<file path="src/iprl_pkg.sv">
`timescale 1ns / 1ps

package iprl_pkg;

    localparam int PFX_AW       = 16;
    localparam int REC_AW       = 16;
    localparam int RECORD_DEPTH = 65536;
    localparam int CNT_W        = 17;
    localparam int IP_W         = 32;
    localparam int OFF_W        = 24;
    localparam int LEN_W        = 16;
    localparam int REC_W        = IP_W + OFF_W + LEN_W;
    localparam int S_TDATA_W    = 136;
    localparam int M_TDATA_W    = 40;
    localparam int CMD_W        = 2;

    localparam logic [CNT_W-1:0] REC_LIMIT = CNT_W'(RECORD_DEPTH);

    // request kinds carried in s_axis_tuser
    localparam logic [CMD_W-1:0] CMD_LOOKUP = 2'd0;
    localparam logic [CMD_W-1:0] CMD_PREFIX = 2'd1;
    localparam logic [CMD_W-1:0] CMD_RECORD = 2'd2;

    typedef enum logic [1:0] {
        ST_IDLE,
        ST_PREFIX,
        ST_SCAN,
        ST_DONE
    } state_t;

    typedef struct packed {
        logic              we;
        logic [PFX_AW-1:0] waddr;
        logic [REC_AW-1:0] wdata;
        logic [PFX_AW-1:0] raddr;
    } pfx_port_t;

    // record word: end address, text offset, text length from the top down
    typedef struct packed {
        logic              we;
        logic [REC_AW-1:0] waddr;
        logic [REC_W-1:0]  wdata;
        logic [REC_AW-1:0] raddr;
    } rec_port_t;

endpackage

</file>
<file path="src/iprl_ctrl.sv">
`timescale 1ns / 1ps

module iprl_ctrl (
    input  logic                                aclk,
    input  logic                                aresetn,
    input  logic [iprl_pkg::CNT_W-1:0]          limit,
    input  logic                                s_axis_tvalid,
    output logic                                s_axis_tready,
    input  logic [iprl_pkg::S_TDATA_W-1:0]      s_axis_tdata,
    input  logic [iprl_pkg::CMD_W-1:0]          s_axis_tuser,
    output logic                                m_axis_tvalid,
    input  logic                                m_axis_tready,
    output logic [iprl_pkg::M_TDATA_W-1:0]      m_axis_tdata,
    output logic                                m_axis_tuser,
    output iprl_pkg::pfx_port_t                 pfx_port,
    output iprl_pkg::rec_port_t                 rec_port,
    input  logic [iprl_pkg::REC_AW-1:0]         pfx_rdata,
    input  logic [iprl_pkg::REC_W-1:0]          rec_rdata
);

    import iprl_pkg::*;

    state_t state_reg, state_next;

    logic [IP_W-1:0]  addr_reg, addr_next;
    logic [CNT_W-1:0] idx_reg, idx_next;
    logic [OFF_W-1:0] res_off_reg, res_off_next;
    logic [LEN_W-1:0] res_len_reg, res_len_next;
    logic             m_valid_reg, m_valid_next;
    logic             m_found_reg, m_found_next;
    logic [OFF_W-1:0] m_off_reg, m_off_next;
    logic [LEN_W-1:0] m_len_reg, m_len_next;

    // request fields
    logic [IP_W-1:0]   in_ip;
    logic [REC_AW-1:0] in_slot;
    logic [REC_AW-1:0] in_start;
    logic [IP_W-1:0]   in_end;
    logic [OFF_W-1:0]  in_off;
    logic [LEN_W-1:0]  in_len;

    assign in_ip    = s_axis_tdata[31:0];
    assign in_slot  = s_axis_tdata[47:32];
    assign in_start = s_axis_tdata[63:48];
    assign in_end   = s_axis_tdata[95:64];
    assign in_off   = s_axis_tdata[119:96];
    assign in_len   = s_axis_tdata[135:120];

    logic [IP_W-1:0]  rec_end;
    logic [OFF_W-1:0] rec_off;
    logic [LEN_W-1:0] rec_len;
    logic [CNT_W-1:0] pfx_start;
    logic [CNT_W-1:0] idx_inc;
    logic             accept;
    logic             hit;
    logic             start_past;
    logic             scan_end;
    logic             out_free;

    assign rec_end    = rec_rdata[REC_W-1 -: IP_W];
    assign rec_off    = rec_rdata[LEN_W +: OFF_W];
    assign rec_len    = rec_rdata[LEN_W-1:0];
    assign pfx_start  = {1'b0, pfx_rdata};
    assign idx_inc    = idx_reg + CNT_W'(1);
    assign hit        = rec_end >= addr_reg;
    assign start_past = pfx_start >= limit;
    assign scan_end   = idx_inc >= limit;
    assign out_free   = !m_valid_reg || m_axis_tready;
    assign accept     = s_axis_tvalid && s_axis_tready;

    // next state
    always_comb begin
        state_next = state_reg;
        case (state_reg)
            ST_IDLE: begin
                if (accept && s_axis_tuser == CMD_LOOKUP) begin
                    state_next = ST_PREFIX;
                end
            end
            ST_PREFIX: begin
                state_next = start_past ? ST_DONE : ST_SCAN;
            end
            ST_SCAN: begin
                if (hit || scan_end) begin
                    state_next = ST_DONE;
                end
            end
            ST_DONE: begin
                if (out_free) begin
                    state_next = ST_IDLE;
                end
            end
            default: state_next = ST_IDLE;
        endcase
    end

    // outputs and memory ports
    always_comb begin
        s_axis_tready  = 1'b0;
        pfx_port.we    = 1'b0;
        pfx_port.waddr = in_slot;
        pfx_port.wdata = in_start;
        pfx_port.raddr = in_ip[IP_W-1 -: PFX_AW];
        rec_port.we    = 1'b0;
        rec_port.waddr = in_slot;
        rec_port.wdata = {in_end, in_off, in_len};
        rec_port.raddr = idx_inc[REC_AW-1:0];
        case (state_reg)
            ST_IDLE: begin
                s_axis_tready = 1'b1;
                pfx_port.we   = s_axis_tvalid && s_axis_tuser == CMD_PREFIX;
                rec_port.we   = s_axis_tvalid && s_axis_tuser == CMD_RECORD;
            end
            ST_PREFIX: begin
                rec_port.raddr = pfx_rdata;
            end
            ST_SCAN: begin
                rec_port.raddr = idx_inc[REC_AW-1:0];
            end
            ST_DONE: begin
                s_axis_tready = 1'b0;
            end
            default: s_axis_tready = 1'b0;
        endcase
    end

    // datapath
    always_comb begin
        addr_next    = addr_reg;
        idx_next     = idx_reg;
        res_off_next = res_off_reg;
        res_len_next = res_len_reg;
        m_valid_next = m_valid_reg && !m_axis_tready;
        m_found_next = m_found_reg;
        m_off_next   = m_off_reg;
        m_len_next   = m_len_reg;
        case (state_reg)
            ST_IDLE: begin
                addr_next    = in_ip;
                res_off_next = '0;
                res_len_next = '0;
            end
            ST_PREFIX: begin
                idx_next = pfx_start;
            end
            ST_SCAN: begin
                if (hit) begin
                    res_off_next = rec_off;
                    res_len_next = rec_len;
                end else begin
                    idx_next = idx_inc;
                end
            end
            ST_DONE: begin
                if (out_free) begin
                    // a zero length record counts as no match
                    m_valid_next = 1'b1;
                    m_found_next = res_len_reg != '0;
                    m_off_next   = (res_len_reg != '0) ? res_off_reg : '0;
                    m_len_next   = res_len_reg;
                end
            end
            default: idx_next = idx_reg;
        endcase
    end

    always_ff @(posedge aclk) begin
        if (!aresetn) begin
            state_reg   <= ST_IDLE;
            m_valid_reg <= 1'b0;
        end else begin
            state_reg   <= state_next;
            m_valid_reg <= m_valid_next;
        end
    end

    always_ff @(posedge aclk) begin
        addr_reg    <= addr_next;
        idx_reg     <= idx_next;
        res_off_reg <= res_off_next;
        res_len_reg <= res_len_next;
        m_found_reg <= m_found_next;
        m_off_reg   <= m_off_next;
        m_len_reg   <= m_len_next;
    end

    assign m_axis_tvalid = m_valid_reg;
    assign m_axis_tuser  = m_found_reg;
    assign m_axis_tdata  = {m_len_reg, m_off_reg};

endmodule

</file>
<file path="config.mk">
export PLATFORM = sky130hd
export DESIGN_NAME = iprl_ctrl
export DESIGN_NICKNAME = d
export VERILOG_FILES = /design/src/iprl_pkg.sv /design/src/iprl_ctrl.sv
export SDC_FILE = /design/constraint.sdc
export NUM_CORES = 1
export LEC_CHECK = 0
export BUFFER_PORTS_ARGS = -buffer_cell sky130_fd_sc_hd__buf_2
export CAP_MARGIN = 25
export CORE_AREA = 2 2 174 176
export CTS_BUF_LIST = sky130_fd_sc_hd__clkbuf_16
export DETAILED_ROUTE_END_ITERATION = 10
export DIE_AREA = 0 0 176 178
export SYNTH_ARGS = -nofsm -noshare
export SYNTH_HDL_FRONTEND = slang
export SYNTH_SLANG_ARGS = --single-unit
export TNS_END_PERCENT = 10
</file>
<file path="constraint.sdc">
create_clock -name aclk -period 3.8 [get_ports aclk]
set_input_delay 0.38 -clock aclk [delete_from_list [all_inputs] [get_ports aclk]]
set_output_delay 0.38 -clock aclk [all_outputs]
set_load 0.02 [all_outputs]
</file>
# Word level (Yosys, flattened, before mapping)
# Cells that the tools add are included.
# W data, S select, Z words.
[totals] reg_bits=133 latchBits=0 mem_bits_rw=0 rom_bits=0 input_bits=247 out_inout_bits=197 mem_count=0
[op_classes] add_sub_neg=1 multipliers=0 n_div=0 magnitude_cmp=3 n_eq_ne=10 shift=0 n_mux=17 bitwise=0 reduce_logical=18
[ops] operator="$pmux W24 S2" count=1
[ops] operator="$pmux W17 S2" count=1
[ops] operator="$ge A32 B32 Y1" count=1
[ops] operator="$mux W16" count=2
[ops] operator="$pmux W16 S2" count=1
[ops] operator="$mux W24" count=1
[ops] operator="$add A17 B1 Y17 const B" count=1
[ops] operator="$ge A16 B17 Y1" count=1
[ops] operator="$ge A17 B17 Y1" count=1
[ops] operator="$mux W17" count=1
[ops] operator="$reduce_bool A16 Y1" count=1
[ops] operator="$ne A2 B2 Y1 const B" count=5
[ops] operator="$pmux W2 S4" count=1
[ops] operator="$eq A2 B2 Y1 const B" count=3
[ops] operator="$mux W1" count=6
[ops] operator="$mux W2" count=3
[ops] operator="$reduce_and A2 Y1" count=3
[ops] operator="$logic_and A1 B1 Y1" count=5
[ops] operator="$eq A2 B1 Y1 const B" count=2
[ops] operator="$logic_not A2 Y1" count=2
[ops] operator="$reduce_bool A2 Y1" count=2
[ops] operator="$reduce_and A3 Y1" count=1
[ops] operator="$logic_not A1 Y1" count=2
[ops] operator="$logic_or A1 B1 Y1" count=2

# Depth between registers and ports, before layout
[depth] ltp_word=6 depth_mapped=14

# Worst setup path before layout
# No wires, ideal clock.
[synth_timing] kind="register -> register" start="register state_reg[0]" end="register res_len_reg[0] (enable)" arrival_ns=3.311 t_required_ns=3.362 slack_ns=0.051 stages_incl_launch_ff=5 path_cell_list="dfxtp_1 inv_1 ha_1 nor2_1 nor2_1"
[synth_between] elab_chain_cells=3 word_cells_on_any_way=5 classes_between="eq/ne: 2; reduce/logical: 3"
[synth_lines] element="from (decl)" line_no="iprl_ctrl.sv:23" text="state_t state_reg, state_next;"
[synth_lines] element="from (signal assigned)" line_no="iprl_ctrl.sv:172" text="state_reg <= state_next;"
[synth_lines] element="$eq A2 B2 Y1 or $logic_not A2 Y1 (tied branches)" line_no="iprl_ctrl.sv:137" text="case (state_reg)"
[synth_lines] element="$ne A2 B2 Y1 (no source line) or $reduce_bool A2 Y1 (tied branches)"
[synth_lines] element="$reduce_and A2 Y1 (no source line) *"
[synth_lines] element="to (signal assigned)" line_no="iprl_ctrl.sv:181" text="res_len_reg <= res_len_next;"
[synth_lines] element="to (decl)" line_no="iprl_ctrl.sv:28" text="logic [LEN_W-1:0] res_len_reg, res_len_next;"
# Every way passes the cells marked *; elsewhere a longest branch is shown, timed or not.
# A chain may end at the register's enable or synchronous reset.

# Worst setup path in the final report
[layout_timing] start="register idx_reg[2]" end="register state_reg[1]"
[layout_between] elab_chain_cells=5
[layout_lines] element="from (decl)" line_no="iprl_ctrl.sv:26" text="logic [CNT_W-1:0] idx_reg, idx_next;"
[layout_lines] element="from (signal assigned)" line_no="iprl_ctrl.sv:179" text="idx_reg <= idx_next;"
[layout_lines] element="$add A17 B1 Y17" line_no="iprl_ctrl.sv:64" text="assign idx_inc = idx_reg + CNT_W'(1);"
[layout_lines] element="$ge A17 B17 Y1" line_no="iprl_ctrl.sv:67" text="assign scan_end = idx_inc >= limit;"
[layout_lines] element="$logic_or A1 B1 Y1" line_no="iprl_ctrl.sv:84" text="if (hit || scan_end) begin"
[layout_lines] element="$ne A2 B2 Y1 (no source line)"
[layout_lines] element="$reduce_and A3 Y1 (no source line)"
# Every way passes these cells.

==> metrics <==
least setup slack across all paths after layout=0.666 ns; mean instance size in the synthesized netlist=11.9 um^2; # Post-CTS Setup Buffers=0; area added between synthesis and finish=15.5%; synthesis warning total=0; Achievable Freq=319 MHz; Core Footprint=29400 um^2; Crit Path Max Fanout=5; slew of the pin with the lowest slew margin=0.822 ns; overall die area=31300 um^2; Post-Syn Area=7910 um^2; TritonCTS Buffers=17; final routed wirelength across all metal layers=18100 um; unrepaired setup endpoints after global routing=no; wire length of the first global-routing pass=27900 um; post-synthesis net count=983; Leak=0.00401 uW; area share of the largest cell type after synthesis=0.493; Power, Total=6000 uW; post-route antenna net violation count=0; floorplan row count=63; normalized max-slew margin=0.450; count of pins on the block boundary=444; placed wire-length estimate=14300 um; kind of end point of the critical path=register; effective utilization at floorplan=0.269; Routed wire per std cell=15.5 um; Die Wd=176 um; class of the tightest hold or removal check=input port to register; count of flip-flops with a built-in enable after synthesis=130; final number of max-transition violations=0; final weighted congestion in routability-driven placement=0.729; Setup Skew=0.0138 ns; power density of the placed cells=656 nW/um^2; cts-stage hold buffer count=0; post-layout minimum cycle time=3.13 ns; fin area=9140 um^2; total number of vias=4929; count of H-tree levels built during CTS=4; antenna violations before repair=1; share of synthesized registers carrying an async set or reset=0; register area share after synthesis=0.501; number of vias per cell=4.22; highest ir drop seen on vdd=0.215 mV; Post-layout nets=1082; status=complete, no violations; Yosys top cell by area=sky130_fd_sc_hd__edfxtp_1; post-place setup slack=0.650 ns; TritonCTS clock tree=yes; number of setup violations in the final report=0; final critical-path share of the clock period=0.825; combined global-route utilization of all metal layers=0.118; maximum number of pins on one net before global-route repair=41; fraction of final layout cells with drive strength greater than 1=0.388; data required time of the critical path=4.15 ns; maximum capacitance violations=0; number of global-route vias before repair=4996; sum of negative setup slack=0 ns; number of buffers on the longest clock path=2; Final Hold Viols=0; Critical Path Source Type=register; Port Buffers=219; vertical extent of the die=178 um; Synth Flop Type=sky130_fd_sc_hd__edfxtp_1; unique cell type count in the Yosys netlist=50; leading cell types by total area after synthesis=sky130_fd_sc_hd__edfxtp_1 49%, sky130_fd_sc_hd__buf_4 13%, sky130_fd_sc_hd__ha_1 11%, sky130_fd_sc_hd__and2_1 5.2%, sky130_fd_sc_hd__mux2_2 4.3%; quantity of gates resized following cts=0; total of flip-flops plus latches after synthesis=133; detailed-route DRC error count=0; number of detailed-route iterations in the first pass=4; cell at the root of the clock tree=sky130_fd_sc_hd__clkbuf_16; Post-Place Cell Area=8520 um^2; number of standard cells after synthesis=666; detailed router's first-iteration violation count=202; flip-flop count of the largest register after layout=32; critical path arrival=3.48 ns; critical path type=register to register; gr ovfl total=0; number of clock sinks seen by CTS=133; Clk Latency, worst-skew pair=0.42 ns; clock-pin transition on the worst setup and hold timing paths=0.08 ns
[Yosys cell counts, types with 12 or more instances]
master,n
sky130_fd_sc_hd__nand4_1,13
sky130_fd_sc_hd__edfxtp_1,130
sky130_fd_sc_hd__a21oi_1,23
sky130_fd_sc_hd__inv_1,54
sky130_fd_sc_hd__mux2_2,30
sky130_fd_sc_hd__buf_4,136
sky130_fd_sc_hd__ha_1,70
sky130_fd_sc_hd__and2_1,66
sky130_fd_sc_hd__nand2_1,17
sky130_fd_sc_hd__o21ai_0,12
sky130_fd_sc_hd__nor2_1,16
sky130_fd_sc_hd__xnor2_1,12
[placed cells by master (no fill, tap or decap), types with 4 or more instances in the layout]
master,Yosys,layout
sky130_fd_sc_hd__nor2_1,16,15
sky130_fd_sc_hd__nor2b_1,5,4
sky130_fd_sc_hd__clkbuf_16,0,17
sky130_fd_sc_hd__a211oi_1,4,4
sky130_fd_sc_hd__clkinv_8,0,4
sky130_fd_sc_hd__nand4_1,13,13
sky130_fd_sc_hd__ha_1,70,68
sky130_fd_sc_hd__xnor2_1,12,12
sky130_fd_sc_hd__nor4_1,4,4
sky130_fd_sc_hd__buf_2,0,219
sky130_fd_sc_hd__edfxtp_1,130,130
sky130_fd_sc_hd__mux2_2,30,30
sky130_fd_sc_hd__o21ai_0,12,11
sky130_fd_sc_hd__and2_1,66,66
sky130_fd_sc_hd__nand3_1,9,9
sky130_fd_sc_hd__inv_1,54,54
sky130_fd_sc_hd__inv_6,0,4
sky130_fd_sc_hd__buf_4,136,6
sky130_fd_sc_hd__a21oi_1,23,23
sky130_fd_sc_hd__a21o_1,6,6
sky130_fd_sc_hd__nand2_1,17,17
[final cells by class]
| class | count | area [um^2] |
|---|---|---|
| Inverter | 55 | 206 |
| Multi-Input combinational cell | 332 | 2710 |
| Clock buffer | 17 | 425 |
| Clock inverter | 15 | 186 |
| Fill cell | 2991 | 20300 |
| Antenna cell | 1 | 2.50 |
| Timing Repair Buffer | 226 | 1160 |
| Tap cell | 390 | 488 |
| Sequential cell | 133 | 3960 |
[where the power goes]
group          internal, uW  switching (uW)
clock network           945             759
logic                   757            1200
registers              2200             143
[through the flow]
step / std cells / utilization / hold WS (ns)
2_1_floorplan: 666 / - / 0.427
3_3_place_gp: 1135 / 0.289 / 0.435
3_5_place_dp: 1136 / 0.290 / 0.433
4_1_cts: 1168 / 0.311 / 0.111
5_1_grt: 1168 / 0.311 / 0.114
6_report: 1169 / 0.311 / 0.139
[path summary, 6_finish.rpt]
path              startpoint  slack (ns)      endpoint  cells after the start
max               idx_reg[2]        0.67  state_reg[1]                     13
min          s_axis_tdata[2]        0.14   addr_reg[2]                      1
max reg2reg       idx_reg[2]        0.67  state_reg[1]                     13
min reg2reg   res_len_reg[9]        0.45  m_len_reg[9]                      0
[critical path: stages, from the launching register on]
cell and delay, ns:
sky130_fd_sc_hd__edfxtp_1 0.38, sky130_fd_sc_hd__and2_1 0.20, sky130_fd_sc_hd__and4_1 0.30, sky130_fd_sc_hd__nand2_1 0.09
sky130_fd_sc_hd__nor2_2 0.18, sky130_fd_sc_hd__xor2_1 0.24, sky130_fd_sc_hd__ha_1 0.30, sky130_fd_sc_hd__a21oi_1 0.15
sky130_fd_sc_hd__o21ai_1 0.12, sky130_fd_sc_hd__a2111oi_2 0.34, sky130_fd_sc_hd__a211oi_1 0.13, sky130_fd_sc_hd__or2_2 0.31
sky130_fd_sc_hd__o21ai_2 0.13, sky130_fd_sc_hd__mux2i_1 0.19
[cells by family after synthesis]
family / after synthesis / share of synthesized area
compound gates: 64 / 0.0552
xor+xnor: 15 / 0.0176
fa+ha+maj: 70 / 0.111
buf+inv: 201 / 0.160
simple gates: 151 / 0.111
flops: 133 / 0.501
mux: 32 / 0.0452
[per-layer routing]
metal  wire length [um]  vias to the layer above  global-route usage  part of all wire
li1                   -                     2408                   -                 -
met1               7920                     2283               0.147              0.44
met2               8590                      212               0.192              0.47
met3               1350                       26              0.0396             0.075
met4                264                        0              0.0396             0.015
met5                  0                        -                   0                 0
(Power assumes the default switching activity.)
